File: config.mk
export PLATFORM = sky130hd
export DESIGN_NAME = lru_block_buffer_cache
export DESIGN_NICKNAME = d
export VERILOG_FILES = /design/src/rtl/lbc_pkg.sv /design/src/rtl/lbc_ram.sv /design/src/rtl/lru_block_buffer_cache.sv
export SDC_FILE = /design/constraint.sdc
export NUM_CORES = 2
export LEC_CHECK = 0
export BUFFER_PORTS_ARGS = -buffer_cell sky130_fd_sc_hd__buf_2
export CELL_PAD_IN_SITES_DETAIL_PLACEMENT = 1
export CELL_PAD_IN_SITES_GLOBAL_PLACEMENT = 1
export CORE_UTILIZATION = 45
export CTS_CLUSTER_DIAMETER = 100
export CTS_CLUSTER_SIZE = 28
export DETAILED_ROUTE_END_ITERATION = 10
export PLACE_DENSITY_LB_ADDON = 0.25
export SYNTH_ARGS = -nofsm -noshare
export SYNTH_HDL_FRONTEND = slang
export SYNTH_SLANG_ARGS = --single-unit
export TNS_END_PERCENT = 20
File: constraint.sdc
create_clock -name clock -period 7 [get_ports clock]
set_input_delay 1.4 -clock clock [delete_from_list [all_inputs] [get_ports clock]]
set_output_delay 1.4 -clock clock [all_outputs]
set_load 0.02 [all_outputs]
File: src/rtl/lbc_pkg.sv
// Shared opcode, status and state machine types for the block buffer cache tag store.
package lbc_pkg;

   // Operation carried by an input item.
   typedef enum logic [1:0] {
      OP_GET     = 2'd0,
      OP_RELEASE = 2'd1,
      OP_PIN     = 2'd2,
      OP_UNPIN   = 2'd3
   } opcode_type;

   // Status reported with every result item.
   typedef enum logic [1:0] {
      STATUS_OK        = 2'd0,
      STATUS_NO_FREE   = 2'd1,
      STATUS_UNDERFLOW = 2'd2,
      STATUS_OVERFLOW  = 2'd3
   } status_type;

   // Sequencer states of the top level.
   typedef enum logic [2:0] {
      ST_CLEAR,
      ST_IDLE,
      ST_SCAN,
      ST_GET_UPDATE,
      ST_SLOT_UPDATE,
      ST_MOVE,
      ST_FINISH
   } state_type;

endpackage

File: src/rtl/lbc_ram.sv
// Generic simple dual-port RAM with one write port and a registered read port.
module lbc_ram #(
   parameter int WIDTH = 8,
   parameter int DEPTH = 32
) (
   input  logic                     clock,
   input  logic                     wr_en,
   input  logic [$clog2(DEPTH)-1:0] wr_addr,
   input  logic [WIDTH-1:0]         wr_data,
   input  logic [$clog2(DEPTH)-1:0] rd_addr,
   output logic [WIDTH-1:0]         rd_data
);

   logic [WIDTH-1:0] mem_ff [DEPTH];
   logic [WIDTH-1:0] rd_data_ff;

   // Write port and registered read port.
   always_ff @(posedge clock) begin
      if (wr_en) begin
         mem_ff[wr_addr] <= wr_data;
      end
      rd_data_ff <= mem_ff[rd_addr];
   end

   assign rd_data = rd_data_ff;

endmodule

File: src/rtl/lru_block_buffer_cache.sv
// Get: a scan of the slot RAM with one read per slot, then an update of the chosen slot.
// Release that frees a slot: a read-modify-write sweep of the RAM moves ranks.
// Pin, unpin and other releases: an update of the slot read at acceptance; a slot index out of range skips it.
// One item is worked on at a time; the next is taken once the result sits in the output register.
// After reset a clearing pass writes every slot entry while req_stall stays high.
module lru_block_buffer_cache #(
   parameter int SLOTS      = 32,
   parameter int REF_BITS   = 8,
   parameter int BLOCK_BITS = 32
) (
   input  logic        clock,
   input  logic        reset,
   input  logic        req_valid,
   output logic        req_stall,
   input  logic [1:0]  req_opcode,
   input  logic [7:0]  req_device_id,
   input  logic [31:0] req_block_number,
   input  logic [4:0]  req_slot_index,
   output logic        rsp_valid,
   input  logic        rsp_stall,
   output logic [4:0]  rsp_slot_out,
   output logic        rsp_hit,
   output logic        rsp_needs_read,
   output logic [1:0]  rsp_status,
   output logic [7:0]  rsp_ref_count_out
);

   localparam int AW    = $clog2(SLOTS);
   localparam int CNT_W = AW + 1;
   localparam logic [CNT_W-1:0]    CNT_END = CNT_W'(SLOTS);
   localparam logic [REF_BITS-1:0] REF_MAX = {REF_BITS{1'b1}};
   localparam logic [REF_BITS-1:0] REF_ONE = REF_BITS'(1);
   localparam logic [AW-1:0]       RANK_LAST = AW'(SLOTS - 1);

   // One slot entry as it is kept in the RAM.
   typedef struct packed {
      logic [7:0]            device;
      logic [BLOCK_BITS-1:0] block;
      logic                  valid;
      logic [REF_BITS-1:0]   refs;
      logic [AW-1:0]         rank;
   } entry_type;

   localparam int ENTRY_W = $bits(entry_type);

   // RAM ports.
   logic               ram_wr_en;
   logic [AW-1:0]      ram_wr_addr;
   entry_type          ram_wr_data;
   logic [AW-1:0]      ram_rd_addr;
   logic [ENTRY_W-1:0] ram_rd_data;
   entry_type          rd_entry;

   // Control registers.
   lbc_pkg::state_type state_ff, state_in;
   logic [CNT_W-1:0]   cnt_ff, cnt_in;
   logic               data_vld_ff, data_vld_in;
   logic [AW-1:0]      data_addr_ff, data_addr_in;
   logic               rsp_valid_ff, rsp_valid_in;

   // Item registers.
   lbc_pkg::opcode_type   op_ff, op_in;
   logic [7:0]            dev_ff, dev_in;
   logic [BLOCK_BITS-1:0] blk_ff, blk_in;
   logic [AW-1:0]         idx_ff, idx_in;

   // Scan results: best match and best victim.
   logic          m_found_ff, m_found_in;
   logic [AW-1:0] m_slot_ff, m_slot_in;
   entry_type     m_entry_ff, m_entry_in;
   logic          v_found_ff, v_found_in;
   logic [AW-1:0] v_slot_ff, v_slot_in;
   logic [AW-1:0] v_rank_ff, v_rank_in;

   // Rank of the slot being made most recent.
   logic [AW-1:0] mv_rank_ff, mv_rank_in;

   // Pending result and output register.
   logic [4:0]           res_slot_ff, res_slot_in;
   logic                 res_hit_ff, res_hit_in;
   logic                 res_rd_ff, res_rd_in;
   lbc_pkg::status_type  res_status_ff, res_status_in;
   logic [7:0]           res_refs_ff, res_refs_in;
   logic [4:0]           out_slot_ff, out_slot_in;
   logic                 out_hit_ff, out_hit_in;
   logic                 out_rd_ff, out_rd_in;
   lbc_pkg::status_type  out_status_ff, out_status_in;
   logic [7:0]           out_refs_ff, out_refs_in;

   lbc_ram #(
      .WIDTH (ENTRY_W),
      .DEPTH (SLOTS)
   ) u_slot_ram (
      .clock   (clock),
      .wr_en   (ram_wr_en),
      .wr_addr (ram_wr_addr),
      .wr_data (ram_wr_data),
      .rd_addr (ram_rd_addr),
      .rd_data (ram_rd_data)
   );

   assign rd_entry = ram_rd_data;

   // Control state registers.
   always_ff @(posedge clock) begin
      if (reset) begin
         state_ff     <= lbc_pkg::ST_CLEAR;
         cnt_ff       <= '0;
         data_vld_ff  <= 1'b0;
         rsp_valid_ff <= 1'b0;
      end else begin
         state_ff     <= state_in;
         cnt_ff       <= cnt_in;
         data_vld_ff  <= data_vld_in;
         rsp_valid_ff <= rsp_valid_in;
      end
   end

   // Payload registers.
   always_ff @(posedge clock) begin
      data_addr_ff  <= data_addr_in;
      op_ff         <= op_in;
      dev_ff        <= dev_in;
      blk_ff        <= blk_in;
      idx_ff        <= idx_in;
      m_found_ff    <= m_found_in;
      m_slot_ff     <= m_slot_in;
      m_entry_ff    <= m_entry_in;
      v_found_ff    <= v_found_in;
      v_slot_ff     <= v_slot_in;
      v_rank_ff     <= v_rank_in;
      mv_rank_ff    <= mv_rank_in;
      res_slot_ff   <= res_slot_in;
      res_hit_ff    <= res_hit_in;
      res_rd_ff     <= res_rd_in;
      res_status_ff <= res_status_in;
      res_refs_ff   <= res_refs_in;
      out_slot_ff   <= out_slot_in;
      out_hit_ff    <= out_hit_in;
      out_rd_ff     <= out_rd_in;
      out_status_ff <= out_status_in;
      out_refs_ff   <= out_refs_in;
   end

   // Sequencer: next state, RAM accesses and result.
   always_comb begin
      logic      tag_eq;
      entry_type upd;

      state_in      = state_ff;
      cnt_in        = cnt_ff;
      data_vld_in   = 1'b0;
      op_in         = op_ff;
      dev_in        = dev_ff;
      blk_in        = blk_ff;
      idx_in        = idx_ff;
      m_found_in    = m_found_ff;
      m_slot_in     = m_slot_ff;
      m_entry_in    = m_entry_ff;
      v_found_in    = v_found_ff;
      v_slot_in     = v_slot_ff;
      v_rank_in     = v_rank_ff;
      mv_rank_in    = mv_rank_ff;
      res_slot_in   = res_slot_ff;
      res_hit_in    = res_hit_ff;
      res_rd_in     = res_rd_ff;
      res_status_in = res_status_ff;
      res_refs_in   = res_refs_ff;
      out_slot_in   = out_slot_ff;
      out_hit_in    = out_hit_ff;
      out_rd_in     = out_rd_ff;
      out_status_in = out_status_ff;
      out_refs_in   = out_refs_ff;
      rsp_valid_in  = rsp_valid_ff & rsp_stall;
      ram_wr_en     = 1'b0;
      ram_wr_addr   = data_addr_ff;
      ram_wr_data   = rd_entry;
      ram_rd_addr   = cnt_ff[AW-1:0];
      req_stall     = 1'b1;
      tag_eq        = (rd_entry.device == dev_ff) && (rd_entry.block == blk_ff);
      upd           = rd_entry;

      case (state_ff)
         // Write every entry with its reset value, one slot a cycle.
         lbc_pkg::ST_CLEAR: begin
            ram_wr_en        = 1'b1;
            ram_wr_addr      = cnt_ff[AW-1:0];
            ram_wr_data      = '0;
            ram_wr_data.rank = RANK_LAST - cnt_ff[AW-1:0];
            cnt_in           = cnt_ff + CNT_W'(1);
            if (cnt_ff == CNT_END - CNT_W'(1)) begin
               state_in = lbc_pkg::ST_IDLE;
               cnt_in   = '0;
            end
         end

         // Take an item and start its RAM accesses.
         lbc_pkg::ST_IDLE: begin
            req_stall   = 1'b0;
            ram_rd_addr = AW'(req_slot_index);
            if (req_valid) begin
               op_in      = lbc_pkg::opcode_type'(req_opcode);
               dev_in     = req_device_id;
               blk_in     = BLOCK_BITS'(req_block_number);
               idx_in     = AW'(req_slot_index);
               m_found_in = 1'b0;
               v_found_in = 1'b0;
               cnt_in     = '0;
               res_hit_in = 1'b0;
               res_rd_in  = 1'b0;
               if (req_opcode == lbc_pkg::OP_GET) begin
                  state_in = lbc_pkg::ST_SCAN;
               end else if (32'(req_slot_index) >= SLOTS) begin
                  // A slot beyond the pool is echoed and ignored.
                  res_slot_in   = req_slot_index;
                  res_status_in = lbc_pkg::STATUS_OK;
                  res_refs_in   = '0;
                  state_in      = lbc_pkg::ST_FINISH;
               end else begin
                  state_in = lbc_pkg::ST_SLOT_UPDATE;
               end
            end
         end

         // Read every slot; keep the most recent match and the least recent free slot.
         lbc_pkg::ST_SCAN: begin
            if (cnt_ff != CNT_END) begin
               data_vld_in = 1'b1;
               cnt_in      = cnt_ff + CNT_W'(1);
            end
            if (data_vld_ff) begin
               if (tag_eq && (!m_found_ff || rd_entry.rank < m_entry_ff.rank)) begin
                  m_found_in = 1'b1;
                  m_slot_in  = data_addr_ff;
                  m_entry_in = rd_entry;
               end
               if (rd_entry.refs == '0 && (!v_found_ff || rd_entry.rank > v_rank_ff)) begin
                  v_found_in = 1'b1;
                  v_slot_in  = data_addr_ff;
                  v_rank_in  = rd_entry.rank;
               end
            end
            if (cnt_ff == CNT_END) begin
               state_in = lbc_pkg::ST_GET_UPDATE;
            end
         end

         // Apply the get to the chosen slot.
         lbc_pkg::ST_GET_UPDATE: begin
            state_in = lbc_pkg::ST_FINISH;
            if (m_found_ff) begin
               res_slot_in = 5'(m_slot_ff);
               res_hit_in  = 1'b1;
               if (m_entry_ff.refs == REF_MAX) begin
                  res_rd_in     = 1'b0;
                  res_status_in = lbc_pkg::STATUS_OVERFLOW;
                  res_refs_in   = 8'(m_entry_ff.refs);
               end else begin
                  upd           = m_entry_ff;
                  upd.refs      = m_entry_ff.refs + REF_ONE;
                  upd.valid     = 1'b1;
                  ram_wr_en     = 1'b1;
                  ram_wr_addr   = m_slot_ff;
                  ram_wr_data   = upd;
                  res_rd_in     = ~m_entry_ff.valid;
                  res_status_in = lbc_pkg::STATUS_OK;
                  res_refs_in   = 8'(upd.refs);
               end
            end else if (v_found_ff) begin
               // Recycle the victim under the new tag.
               upd.device    = dev_ff;
               upd.block     = blk_ff;
               upd.valid     = 1'b1;
               upd.refs      = REF_ONE;
               upd.rank      = v_rank_ff;
               ram_wr_en     = 1'b1;
               ram_wr_addr   = v_slot_ff;
               ram_wr_data   = upd;
               res_slot_in   = 5'(v_slot_ff);
               res_hit_in    = 1'b0;
               res_rd_in     = 1'b1;
               res_status_in = lbc_pkg::STATUS_OK;
               res_refs_in   = 8'(REF_ONE);
            end else begin
               res_slot_in   = '0;
               res_hit_in    = 1'b0;
               res_rd_in     = 1'b0;
               res_status_in = lbc_pkg::STATUS_NO_FREE;
               res_refs_in   = '0;
            end
         end

         // Release, pin or unpin on the entry read at acceptance.
         lbc_pkg::ST_SLOT_UPDATE: begin
            state_in    = lbc_pkg::ST_FINISH;
            res_slot_in = 5'(idx_ff);
            ram_wr_addr = idx_ff;
            if (op_ff == lbc_pkg::OP_PIN) begin
               if (rd_entry.refs == REF_MAX) begin
                  res_status_in = lbc_pkg::STATUS_OVERFLOW;
                  res_refs_in   = 8'(rd_entry.refs);
               end else begin
                  upd.refs      = rd_entry.refs + REF_ONE;
                  ram_wr_en     = 1'b1;
                  ram_wr_data   = upd;
                  res_status_in = lbc_pkg::STATUS_OK;
                  res_refs_in   = 8'(upd.refs);
               end
            end else if (rd_entry.refs == '0) begin
               res_status_in = lbc_pkg::STATUS_UNDERFLOW;
               res_refs_in   = '0;
            end else begin
               upd.refs      = rd_entry.refs - REF_ONE;
               ram_wr_en     = 1'b1;
               ram_wr_data   = upd;
               res_status_in = lbc_pkg::STATUS_OK;
               res_refs_in   = 8'(upd.refs);
               // A release that drops the last reference moves the slot to the front.
               if (op_ff == lbc_pkg::OP_RELEASE && upd.refs == '0) begin
                  mv_rank_in = rd_entry.rank;
                  cnt_in     = '0;
                  state_in   = lbc_pkg::ST_MOVE;
               end
            end
         end

         // Sweep the ranks: read one slot while writing back the one read before.
         lbc_pkg::ST_MOVE: begin
            if (cnt_ff != CNT_END) begin
               data_vld_in = 1'b1;
               cnt_in      = cnt_ff + CNT_W'(1);
            end
            if (data_vld_ff) begin
               if (data_addr_ff == idx_ff) begin
                  upd.rank = '0;
               end else if (rd_entry.rank < mv_rank_ff) begin
                  upd.rank = rd_entry.rank + AW'(1);
               end
               ram_wr_en   = 1'b1;
               ram_wr_data = upd;
            end
            if (cnt_ff == CNT_END) begin
               state_in = lbc_pkg::ST_FINISH;
            end
         end

         // Hand the result to the output register once it is free.
         lbc_pkg::ST_FINISH: begin
            if (!rsp_valid_ff || !rsp_stall) begin
               out_slot_in   = res_slot_ff;
               out_hit_in    = res_hit_ff;
               out_rd_in     = res_rd_ff;
               out_status_in = res_status_ff;
               out_refs_in   = res_refs_ff;
               rsp_valid_in  = 1'b1;
               state_in      = lbc_pkg::ST_IDLE;
            end
         end

         default: begin
            state_in = lbc_pkg::ST_IDLE;
         end
      endcase

      // Remember which slot the read issued this cycle returns.
      data_addr_in = ram_rd_addr;
   end

   assign rsp_valid         = rsp_valid_ff;
   assign rsp_slot_out      = out_slot_ff;
   assign rsp_hit           = out_hit_ff;
   assign rsp_needs_read    = out_rd_ff;
   assign rsp_status        = out_status_ff;
   assign rsp_ref_count_out = out_refs_ff;

endmodule
==> impl_metrics.json <==
{
  "status": "completed",
  "worstPathRequired_ns": 7.41,
  "rsz0062_at_grt": "false",
  "synthArstFlopShare": 0,
  "clk_pin_slew_worst_paths_ns": 0.11,
  "syn_avg_cell_area_um2": 15.3,
  "ys_warn_count": 0,
  "power.internal_w": 0.0203,
  "reg2regPathDepth": 7,
  "grt_pass1_vias": 51300,
  "synth_top_cell_by_area": "edfxtp_1",
  "cts.sinks": 1955,
  "clk_latency_ns": 0.78,
  "layout-drive-gt1-share": 0.112,
  "wl_um": 254000,
  "cts_inserted_buffers": 82,
  "netlist_area_um2": 82000,
  "wl_per_cell_um": 32.8,
  "cts_setup_buffers": 0,
  "path_class": "flip-flop to flip-flop",
  "period_minus_slack_ns": 5.64,
  "cts.path.max_buffers": 3,
  "synthTopCellsByCount": "1885 x edfxtp_1, 659 x mux2i_1, 591 x nand2_1",
  "final_antenna_net_count": 0,
  "num_rows": 156,
  "initialDrtViolationCount": 5736,
  "rr_endpoint": "u_slot_ram.mem_ff[27][51]",
  "drc_errors": 0,
  "seq_area_frac_synth": 0.707,
  "max_freq_mhz": 177,
  "pin_count": 70,
  "grt_pass1_wl_um": 364000,
  "p_clk_frac": 0.192,
  "synthTopCellsByArea": "edfxtp_1 69%, mux2i_1 8.0%, mux4_2 2.9%, nand2_1 2.7%, nand3_1 2.0%",
  "cp_max_fo": 26,
  "switching_power_w": 0.0112,
  "synth_edf_count": 1885,
  "holdPathStages": 0,
  "ys.flop_type": "edfxtp_1",
  "syn-instance-count": 5357,
  "fin_hold_ws_ns": 0.429,
  "gr-total-overflow": 0,
  "start_util": 0.453,
  "yosysTopAreaCellShare": 0.690,
  "p_leak_nw": 28.5,
  "period_share": 0.806,
  "syn-num-nets": 5430,
  "startpoint_type": "flip-flop",
  "cts_tree": "done",
  "pwr-share-seq": 0.478,
  "area_delta_synth_final_pct": 7.90,
  "antenna_found_initial": 5,
  "gp_congestion": 0.833,
  "yosysMostFrequentCell": "edfxtp_1",
  "worst_slew_pin_slew_ns": 1.38,
  "cp.arrival_ns": 6.05,
  "grtUsageTotal": 0.271,
  "dr.pass1.iters": 7,
  "combPwrFrac": 0.330,
  "chipWidth_um": 429,
  "synth_seq_cells": 1955,
  "grt_max_degree": 151,
  "drv_cap": 0,
  "port_buffers": 69,
  "h-tree-depth": 3,
  "antennaDiodeCount": 0,
  "fp.dieArea_um2": 184000,
  "power_density_nw_per_um2": 356,
  "cts_resized": 0,
  "setup_viol": 0,
  "cts_hold_buf": 0,
  "core-area_um2": 181000,
  "r2r_slack_ns": 1.36,
  "slew_violations": 0,
  "rr_startpoint": "state_ff[0]",
  "fin_tns_setup_ns": 0,
  "nNetsFinal": 5365,
  "die_h_um": 429,
  "slew-limit-headroom": 0.0820,
  "worst_clock_skew_ns": 0.0591,
  "hold_violations": 0,
  "p_sw_frac": 0.356,
  "endpoint_kind": "flip-flop",
  "hp-start": "res_slot_ff[4]",
  "root_buffer": "clkbuf_16",
  "place_hpwl_um": 143000,
  "whs_endpoint": "rsp_slot_out[4]",
  "worstHoldPathType": "flip-flop to flip-flop",
  "ir_drop_uv": 347,
  "synth_cell_types": 81,
  "viasPerCell": 6.47,
  "num_vias": 50000
}
-- metal layers --
layer,GRT usage,vias to the layer above,wire [µm]
met5,0,-,13
met4,0.0949,2,8940
met3,0.0359,368,18000
met2,0.429,2053,118000
met1,0.386,26600,109000
li1,-,21000,-
-- cell families after synthesis --
logic type / after synthesis / share of synthesized area
flip-flops: 1955 / 0.707
buffers and inverters: 411 / 0.0214
adder cells (fa/ha/maj): 22 / 0.00336
AO/OA/AOI/OAI: 757 / 0.0688
multiplexers: 823 / 0.118
AND/OR/NAND/NOR: 1335 / 0.0755
XOR/XNOR: 54 / 0.00577
-- flip-flops by register name (all words and copies together) (netlist names), 6 cells and up --
register and cells:
u_slot_ram.rd_data 54, res_refs_ff 8, m_entry_ff 54, rsp_ref_count_out 8, blk_ff 32, cnt_ff 6, dev_ff 8, u_slot_ram.mem_ff 1728
-- power groups by stage --
| stage | Clock [W] | Combinational [W] | Sequential (W) |
|---|---|---|---|
| after global routing | 0.00649 | 0.0110 | 0.0151 |
| after floorplan | 0 | 0.00690 | 0.0149 |
| after detailed placement | 0 | 0.0103 | 0.0153 |
| after global placement | 0 | 0.0101 | 0.0152 |
| final | 0.00606 | 0.0104 | 0.0151 |
| after CTS | 0.00615 | 0.0103 | 0.0150 |
-- cells in the final DEF, fill, tap and decap left out, drive strengths merged, types with 63 or more instances in the layout --
cell and n:
mux4 107, mux2i 660, and2 63, nand2 592, dfxtp 70, a31oi 168
buf 229, edfxtp 1885, nand3 333, nor2 136, clkbuf 137
-- worst max-delay path, stage by stage (launching register included) --
cell and delay [ns]:
dfxtp_1 0.89, nand3b_1 0.85, a21oi_2 0.69, a221oi_1 0.28, o21ai_0 0.32, nand4b_1 0.51
nor2_4 1.20, buf_4 0.50
-- worst max-delay path by stage --
stage / start / endpoint / slack, ns / depth (start not counted)
floorplan: m_entry_ff[5] / u_slot_ram.mem_ff[17][0] / 1.87 / 8
global placement: state_ff[0] / u_slot_ram.mem_ff[27][51] / 1.65 / 7
detailed placement: state_ff[0] / u_slot_ram.mem_ff[27][48] / 1.63 / 7
CTS: state_ff[0] / u_slot_ram.mem_ff[27][6] / 1.54 / 7
global route: state_ff[0] / u_slot_ram.mem_ff[27][9] / 1.21 / 7
finish: state_ff[0] / u_slot_ram.mem_ff[27][51] / 1.36 / 7
-- per-stage QoR --
| stage | cell area, µm² | std cells | power (W) | util | setup WS (ns) |
|---|---|---|---|---|---|
| after detailed placement | 85900 | 7578 | 0.0256 | 0.475 | 1.63 |
| final | 88500 | 7730 | 0.0315 | 0.489 | 1.36 |
| after CTS | 88500 | 7730 | 0.0315 | 0.489 | 1.54 |
| after global routing | 88500 | 7730 | 0.0326 | 0.489 | 1.21 |
| after floorplan | 82000 | 5357 | 0.0218 | - | 1.87 |
| after global placement | 85900 | 7578 | 0.0253 | 0.475 | 1.65 |
-- final cells by class --
class / instances / area (µm²)
multi-input cells: 2991 / 22900
flip-flops and latches: 1955 / 58000
repair buffers: 229 / 1950
well taps: 2370 / 2970
inverters: 33 / 165
clock buffers: 137 / 2280
clock inverters: 15 / 226
fillers: 17200 / 92500
No activity file was read; power rests on OpenSTA's default activity.
